[config.mk]
export PLATFORM = sky130hd
export DESIGN_NAME = zip_local_header_scanner_core
export DESIGN_NICKNAME = d
export VERILOG_FILES = /design/src/hdl/zlhs_pkg.sv /design/src/hdl/zip_local_header_scanner_core.sv
export SDC_FILE = /design/constraint.sdc
export NUM_CORES = 1
export LEC_CHECK = 0
export BUFFER_PORTS_ARGS = -buffer_cell sky130_fd_sc_hd__buf_2
export CAP_MARGIN = 20
export CELL_PAD_IN_SITES_DETAIL_PLACEMENT = 1
export CELL_PAD_IN_SITES_GLOBAL_PLACEMENT = 1
export CORE_MARGIN = 2
export CORE_UTILIZATION = 25
export DETAILED_ROUTE_END_ITERATION = 8
export GPL_TIMING_DRIVEN = 0
export PLACE_DENSITY_LB_ADDON = 0.1
export SLEW_MARGIN = 20
export SYNTH_ARGS = -nofsm -noshare
export SYNTH_HDL_FRONTEND = slang
export SYNTH_SLANG_ARGS = --single-unit
[constraint.sdc]
create_clock -name aclk -period 12.4 [get_ports aclk]
set_clock_uncertainty 0.05 [all_clocks]
set_input_delay 1.86 -clock aclk [delete_from_list [all_inputs] [get_ports aclk]]
set_output_delay 1.86 -clock aclk [all_outputs]
set_load 0.005 [all_outputs]
[src/hdl/zlhs_pkg.sv]
package zlhs_pkg;

    typedef enum logic [3:0] {
        PH_SEARCH = 4'b0001,
        PH_HEADER = 4'b0010,
        PH_NAME   = 4'b0100,
        PH_SKIP   = 4'b1000
    } phase_t;

    localparam logic [7:0] SIG_B0 = 8'h50;
    localparam logic [7:0] SIG_B1 = 8'h4B;
    localparam logic [7:0] SIG_B2 = 8'h03;
    localparam logic [7:0] SIG_B3 = 8'h04;

    localparam logic [4:0] HDR_FIRST_IDX = 5'd4;
    localparam logic [4:0] HDR_LAST_IDX  = 5'd29;
    localparam int         HDR_SR_DEPTH  = 21;

    localparam logic [1:0] KIND_HEADER = 2'd0;
    localparam logic [1:0] KIND_NAME   = 2'd1;
    localparam logic [1:0] KIND_STATUS = 2'd2;

    localparam logic [1:0] ST_CLEAN      = 2'd0;
    localparam logic [1:0] ST_TRUNC_HDR  = 2'd1;
    localparam logic [1:0] ST_TRUNC_NAME = 2'd2;
    localparam logic [1:0] ST_TRUNC_SKIP = 2'd3;

    localparam int FIFO_DEPTH = 4;
    localparam int PTR_W      = 2;
    localparam int CNT_W      = 3;

    typedef struct packed {
        logic [1:0]  kind;
        logic        last;
        logic [1:0]  status;
        logic [7:0]  name_byte;
        logic [15:0] extra_length;
        logic [15:0] name_length;
        logic [31:0] plain_size;
        logic [31:0] packed_size;
        logic [15:0] method;
    } result_t;

endpackage

[src/hdl/zip_local_header_scanner_core.sv]
// Results are written into a four-entry result queue on the beat that causes them.
// Throughput: one input beat per cycle while s_tready is high; the final beat of an
// archive may yield two results, both written into the queue in the same cycle.
// s_tready drops while the queue has fewer than two free slots.
// Reset: synchronous, active low; clears the scanner state and empties the queue.
module zip_local_header_scanner_core
    import zlhs_pkg::*;
(
    input  logic         aclk,
    input  logic         aresetn,
    input  logic         s_tvalid,
    output logic         s_tready,
    input  logic [7:0]   s_tdata,   // in_byte[7:0]
    input  logic         s_tlast,
    output logic         m_tvalid,
    input  logic         m_tready,
    output logic [127:0] m_tdata,   // method, packed_size, plain_size, name_length,
                                    // extra_length, name_byte, status, zero fill
    output logic [1:0]   m_tuser,   // kind[1:0]
    output logic         m_tlast
);

    phase_t        phase_reg, phase_next;
    logic [23:0]   win_reg, win_next;
    logic [4:0]    idx_reg, idx_next;
    logic [15:0]   name_left_reg, name_left_next;
    logic [32:0]   skip_left_reg, skip_left_next;
    logic [7:0]    hdr_sr_reg [0:HDR_SR_DEPTH-1];

    result_t       rec, stat;
    logic          rec_valid;
    logic          s_fire, m_fire;
    logic [1:0]    push_n;
    result_t       slot_a;

    result_t           fifo_mem [0:FIFO_DEPTH-1];
    logic [PTR_W-1:0]  wr_ptr_reg, rd_ptr_reg;
    logic [CNT_W-1:0]  cnt_reg, cnt_next;
    result_t           head;

    assign s_fire   = s_tvalid && s_tready;
    assign m_fire   = m_tvalid && m_tready;
    assign s_tready = cnt_reg <= CNT_W'(FIFO_DEPTH - 2);

    always_comb begin
        phase_next     = phase_reg;
        win_next       = win_reg;
        idx_next       = idx_reg;
        name_left_next = name_left_reg;
        skip_left_next = skip_left_reg;
        rec_valid      = 1'b0;
        rec            = '0;
        stat           = '0;
        stat.kind      = KIND_STATUS;
        case (phase_reg)
            PH_HEADER: begin
                if (idx_reg >= HDR_LAST_IDX) begin
                    rec_valid        = 1'b1;
                    rec.kind         = KIND_HEADER;
                    rec.method       = {hdr_sr_reg[19], hdr_sr_reg[20]};
                    rec.packed_size  = {hdr_sr_reg[7], hdr_sr_reg[8],
                                        hdr_sr_reg[9], hdr_sr_reg[10]};
                    rec.plain_size   = {hdr_sr_reg[3], hdr_sr_reg[4],
                                        hdr_sr_reg[5], hdr_sr_reg[6]};
                    rec.name_length  = {hdr_sr_reg[1], hdr_sr_reg[2]};
                    rec.extra_length = {s_tdata, hdr_sr_reg[0]};
                    name_left_next   = rec.name_length;
                    skip_left_next   = {17'b0, rec.extra_length} + {1'b0, rec.packed_size};
                    idx_next         = '0;
                    if (rec.name_length != 16'd0) begin
                        phase_next = PH_NAME;
                    end else if (skip_left_next != 33'd0) begin
                        phase_next = PH_SKIP;
                    end else begin
                        phase_next = PH_SEARCH;
                        win_next   = '0;
                    end
                end else begin
                    idx_next = idx_reg + 5'd1;
                end
            end
            PH_NAME: begin
                rec_valid      = 1'b1;
                rec.kind       = KIND_NAME;
                rec.name_byte  = s_tdata;
                rec.last       = name_left_reg <= 16'd1;
                name_left_next = name_left_reg - 16'd1;
                if (name_left_next == 16'd0) begin
                    if (skip_left_reg != 33'd0) begin
                        phase_next = PH_SKIP;
                    end else begin
                        phase_next = PH_SEARCH;
                        win_next   = '0;
                    end
                end
            end
            PH_SKIP: begin
                if (skip_left_reg != 33'd0) begin
                    skip_left_next = skip_left_reg - 33'd1;
                end
                if (skip_left_next == 33'd0) begin
                    phase_next = PH_SEARCH;
                    win_next   = '0;
                end
            end
            default: begin
                phase_next = PH_SEARCH;
                if (win_reg == {SIG_B0, SIG_B1, SIG_B2} && s_tdata == SIG_B3) begin
                    win_next   = '0;
                    phase_next = PH_HEADER;
                    idx_next   = HDR_FIRST_IDX;
                end else begin
                    win_next = {win_reg[15:0], s_tdata};
                end
            end
        endcase
        if (phase_next == PH_HEADER) begin
            stat.status = ST_TRUNC_HDR;
        end else if (phase_next == PH_NAME && name_left_next != 16'd0) begin
            stat.status = ST_TRUNC_NAME;
        end else if (phase_next == PH_SKIP && skip_left_next != 33'd0) begin
            stat.status = ST_TRUNC_SKIP;
        end else begin
            stat.status = ST_CLEAN;
        end
    end

    always_ff @(posedge aclk) begin
        if (!aresetn) begin
            phase_reg     <= PH_SEARCH;
            win_reg       <= '0;
            idx_reg       <= '0;
            name_left_reg <= '0;
            skip_left_reg <= '0;
        end else if (s_fire) begin
            if (s_tlast) begin
                phase_reg     <= PH_SEARCH;
                win_reg       <= '0;
                idx_reg       <= '0;
                name_left_reg <= '0;
                skip_left_reg <= '0;
            end else begin
                phase_reg     <= phase_next;
                win_reg       <= win_next;
                idx_reg       <= idx_next;
                name_left_reg <= name_left_next;
                skip_left_reg <= skip_left_next;
            end
        end
    end

    always_ff @(posedge aclk) begin
        if (s_fire && phase_reg == PH_HEADER) begin
            hdr_sr_reg[0] <= s_tdata;
            for (int k = 1; k < HDR_SR_DEPTH; k++) begin
                hdr_sr_reg[k] <= hdr_sr_reg[k-1];
            end
        end
    end

    assign push_n   = s_fire ? ({1'b0, rec_valid} + {1'b0, s_tlast}) : 2'd0;
    assign slot_a   = rec_valid ? rec : stat;
    assign cnt_next = cnt_reg + CNT_W'(push_n) - CNT_W'(m_fire);

    always_ff @(posedge aclk) begin
        if (push_n != 2'd0) begin
            fifo_mem[wr_ptr_reg] <= slot_a;
        end
        if (push_n == 2'd2) begin
            fifo_mem[wr_ptr_reg + PTR_W'(1)] <= stat;
        end
    end

    always_ff @(posedge aclk) begin
        if (!aresetn) begin
            wr_ptr_reg <= '0;
            rd_ptr_reg <= '0;
            cnt_reg    <= '0;
        end else begin
            wr_ptr_reg <= wr_ptr_reg + PTR_W'(push_n);
            rd_ptr_reg <= rd_ptr_reg + PTR_W'(m_fire);
            cnt_reg    <= cnt_next;
        end
    end

    assign head     = fifo_mem[rd_ptr_reg];
    assign m_tvalid = cnt_reg != '0;
    assign m_tuser  = head.kind;
    assign m_tlast  = head.last;
    assign m_tdata  = {6'b0, head.status, head.name_byte, head.extra_length,
                       head.name_length, head.plain_size, head.packed_size, head.method};

`ifndef SYNTHESIS
    a_cnt_bound: assert property (@(posedge aclk) disable iff (!aresetn)
        cnt_reg <= CNT_W'(FIFO_DEPTH))
        else $error("result queue overfilled");

    a_name_nonzero: assert property (@(posedge aclk) disable iff (!aresetn)
        phase_reg == PH_NAME |-> name_left_reg != 16'd0)
        else $error("name phase with no name bytes due");

    a_skip_nonzero: assert property (@(posedge aclk) disable iff (!aresetn)
        phase_reg == PH_SKIP |-> skip_left_reg != 33'd0)
        else $error("skip phase with nothing to skip");

    a_hdr_idx: assert property (@(posedge aclk) disable iff (!aresetn)
        phase_reg == PH_HEADER |-> idx_reg >= HDR_FIRST_IDX && idx_reg <= HDR_LAST_IDX)
        else $error("header index out of range");

    a_eos_reset: assert property (@(posedge aclk) disable iff (!aresetn)
        s_fire && s_tlast |=> phase_reg == PH_SEARCH && win_reg == 24'd0 && idx_reg == 5'd0)
        else $error("scanner not back to search after final beat");
`endif

endmodule
==> results.sh <==
export IMPL_h_tree_depth=3
export IMPL_clkPwrFrac=0.473
export IMPL_die_area_sq_um=141000
export IMPL_rsz0062_at_grt="no"
export IMPL_ant_nets=0
export IMPL_drive_above_1_share=0.119
export IMPL_grt_pass1_wl_um=239000
export IMPL_ys_top_cells_by_count="dfxtp_1 (581), nand2_1 (572), a21oi_1 (557)"
export IMPL_vdd_ir_drop_worst_mv=0.117
export IMPL_yosysUniqueCellTypes=84
export IMPL_setup_violations=0
export IMPL_yosysWarningCount=0
export IMPL_p_seq_frac=0.422
export IMPL_relSlewSlack=0.200
export IMPL_synth_edff_count=176
export IMPL_startpoint_type="flop"
export IMPL_clk_transition_reported_paths_ns=0.06
export IMPL_cts_buffers=95
export IMPL_fin_crit_ns=7.03
export IMPL_rows=136
export IMPL_crit_required_ns=12.98
export IMPL_maxCapViolCount=0
export IMPL_dpl_instance_area_sq_um=37900
export IMPL_via_count=31700
export IMPL_routed_wl_um=166000
export IMPL_multi_input_area_sq_um=16300
export IMPL_final_core_util=0.299
export IMPL_yosysMostFrequentCell="dfxtp_1"
export IMPL_yosysSeqAreaShare=0.489
export IMPL_drtIter0Drc=2473
export IMPL_met3_length_um=9000
export IMPL_hold_slack_ns=0.367
export IMPL_yosysTopAreaCellShare=0.336
export IMPL_grt_total_usage=0.231
export IMPL_viasPerCell=5.35
export IMPL_place_hpwl_um=119000
export IMPL_crit_fanout=11
export IMPL_ios=146
export IMPL_cts_resized=0
export IMPL_drcViolationCount=0
export IMPL_clockBufferDepth=3
export IMPL_place_gp_congestion=0.909
export IMPL_leakagePower_nw=14.0
export IMPL_grt_max_degree=28
export IMPL_synthCells=3784
export IMPL_gr_total_overflow=0
export IMPL_min_period_over_period=0.567
export IMPL_top_layer_used="met5"
export IMPL_fin_nets=4087
export IMPL_die_h_um=376
export IMPL_syn_mean_instance_area_sq_um=9.14
export IMPL_holdBufCountCts=0
export IMPL_grt_pass1_vias=31900
export IMPL_ys_async_sr_fraction=0
export IMPL_syn_area_sq_um=34600
export IMPL_cts_sinks=757
export IMPL_maxSlewViolCount=0
export IMPL_initial_core_util=0.252
export IMPL_antenna_found_initial=13
export IMPL_max_freq_ghz=0.142
export IMPL_hold_path_class="flop to flop"
export IMPL_cts_tree="yes"
export IMPL_register_area_sq_um=16900
export IMPL_ys_top_cells_by_area="dfxtp_1 (34%), edfxtp_1 (15%), mux4_2 (8.1%)"
export IMPL_cts_setup_buffers=0
export IMPL_switching_share=0.274
export IMPL_p_int_w=0.00437
export IMPL_route_met2_wl_um=74300
export IMPL_end_kind="flop"
export IMPL_combPwrFrac=0.105
export IMPL_final_cell_area_sq_um=41100
export IMPL_dieWidth_um=376
export IMPL_fillCellCount=15800
export IMPL_firstDrtPassIters=5
export IMPL_p_total_w=0.00602
export IMPL_wl_per_cell_um=28.0
export IMPL_crit_type="flop to flop"
export IMPL_drt_met1_wl_um=77500
export IMPL_status="complete, no violations"
export IMPL_critPathArrivalTime_ns=7.60
export IMPL_clk_latency_ns=0.72
export IMPL_synth_ff_type="dfxtp_1"
export IMPL_ys_ff_latch=757
export IMPL_final_hold_viol_count=0
export IMPL_cts_root_buffer="clkbuf_16"
export IMPL_port_buffers=138
export IMPL_area_growth_pct=18.8
export IMPL_yosysTopAreaCell="dfxtp_1"
export IMPL_largest_reg_flops=500
export IMPL_p_sw_w=0.00165
export IMPL_p_per_area_nw_per_um2=146
export IMPL_core_area_sq_um=137000
export IMPL_worstMarginPinSlew_ns=1.19
==> path summary, 6_finish.rpt <==
kind                          start                to  slack, ns  cells after the start
hold / removal    hdr_sr_reg[1][58]  hdr_sr_reg[2][2]       0.37                      0
hold reg to reg   hdr_sr_reg[1][58]  hdr_sr_reg[2][2]       0.37                      0
setup / recovery       phase_reg[3]   fifo_mem[1][21]       5.37                     11
setup reg to reg       phase_reg[3]   fifo_mem[1][21]       5.37                     11
==> logic make-up after synthesis <==
logic type / Yosys count / synth area share
AO/OA/AOI/OAI: 882 / 0.150
XOR/XNOR: 27 / 0.00684
adder cells (fa/ha/maj): 31 / 0.0117
buffers and inverters: 377 / 0.0418
flip-flops: 757 / 0.489
multiplexers: 135 / 0.0844
other: 1 / 0.000108
AND/OR/NAND/NOR: 1574 / 0.216
==> placed cells by master, fill, tap and decap left out, drive strengths merged, types with 10 or more instances in the layout <==
cell type	synthesis	routed
dfxtp	581	581
nand2	572	572
a21oi	558	558
nand3	473	473
clkbuf	297	426
buf	53	207
nor2	185	185
edfxtp	176	176
mux4	125	125
o21ai	82	82
nor3	52	52
nand4	39	39
nor4	37	37
nor2b	35	35
and2	32	32
clkinv	0	32
or3	30	30
a22oi	30	30
ha	29	29
inv	27	28
a32o	26	26
nand2b	19	19
a21o	19	19
a211oi	17	17
and3	16	16
or2	16	16
or4	16	16
xnor2	16	16
o211ai	15	15
o31ai	15	15
a31oi	14	14
nor4b	12	12
and4	12	12
o311ai	11	11
xor2	11	11
a211o	10	10
==> area by class of cell <==
cell class / count / area share
clock inverters: 50 / 0.0133
inverters: 27 / 0.00247
multi-input cells: 2655 / 0.396
repair buffers: 157 / 0.0248
flip-flops and latches: 757 / 0.412
clock buffers: 127 / 0.0630
plain buffers: 350 / 0.0334
well taps: 1794 / 0.0546
diodes: 4 / 0.000244
==> power groups by stage <==
| stage | logic, W | clock network (W) | registers, W |
|---|---|---|---|
| after floorplan | 0.000370 | 0 | 0.00259 |
| after global placement | 0.000637 | 0 | 0.00260 |
| after detailed placement | 0.000640 | 0 | 0.00260 |
| after CTS | 0.000642 | 0.00292 | 0.00254 |
| after global routing | 0.000676 | 0.00302 | 0.00254 |
| final | 0.000630 | 0.00285 | 0.00254 |
==> stage by stage <==
| step | std cells | setup TNS [ns] | setup slack (ns) |
|---|---|---|---|
| finish | 5921 | 0 | 5.37 |
| global route | 5917 | 0 | 5.21 |
| CTS | 5916 | 0 | 5.37 |
| detailed placement | 5739 | 0 | 5.31 |
| global placement | 5721 | -528.56 | -3.17 |
| floorplan | 3789 | 0 | 2.31 |
==> worst max-delay path, stage by stage (launching register included) <==
cell      delay [ns]
dfxtp_1         0.37
or4b_2          0.67
clkbuf_1        0.37
nor3_4          0.80
clkbuf_2        0.60
clkbuf_1        0.61
clkbuf_1        0.60
clkbuf_1        0.91
clkbuf_2        0.67
clkbuf_1        0.88
nand3_1         0.19
a21oi_1         0.18
==> metal layers <==
| layer | GRT usage | up-vias |
|---|---|---|
| met5 | 0 | - |
| met4 | 0.0741 | 2 |
| met3 | 0.0330 | 197 |
| met2 | 0.359 | 878 |
| met1 | 0.329 | 16200 |
| li1 | - | 14300 |
Note: power is estimated with default switching activity, not from simulation.
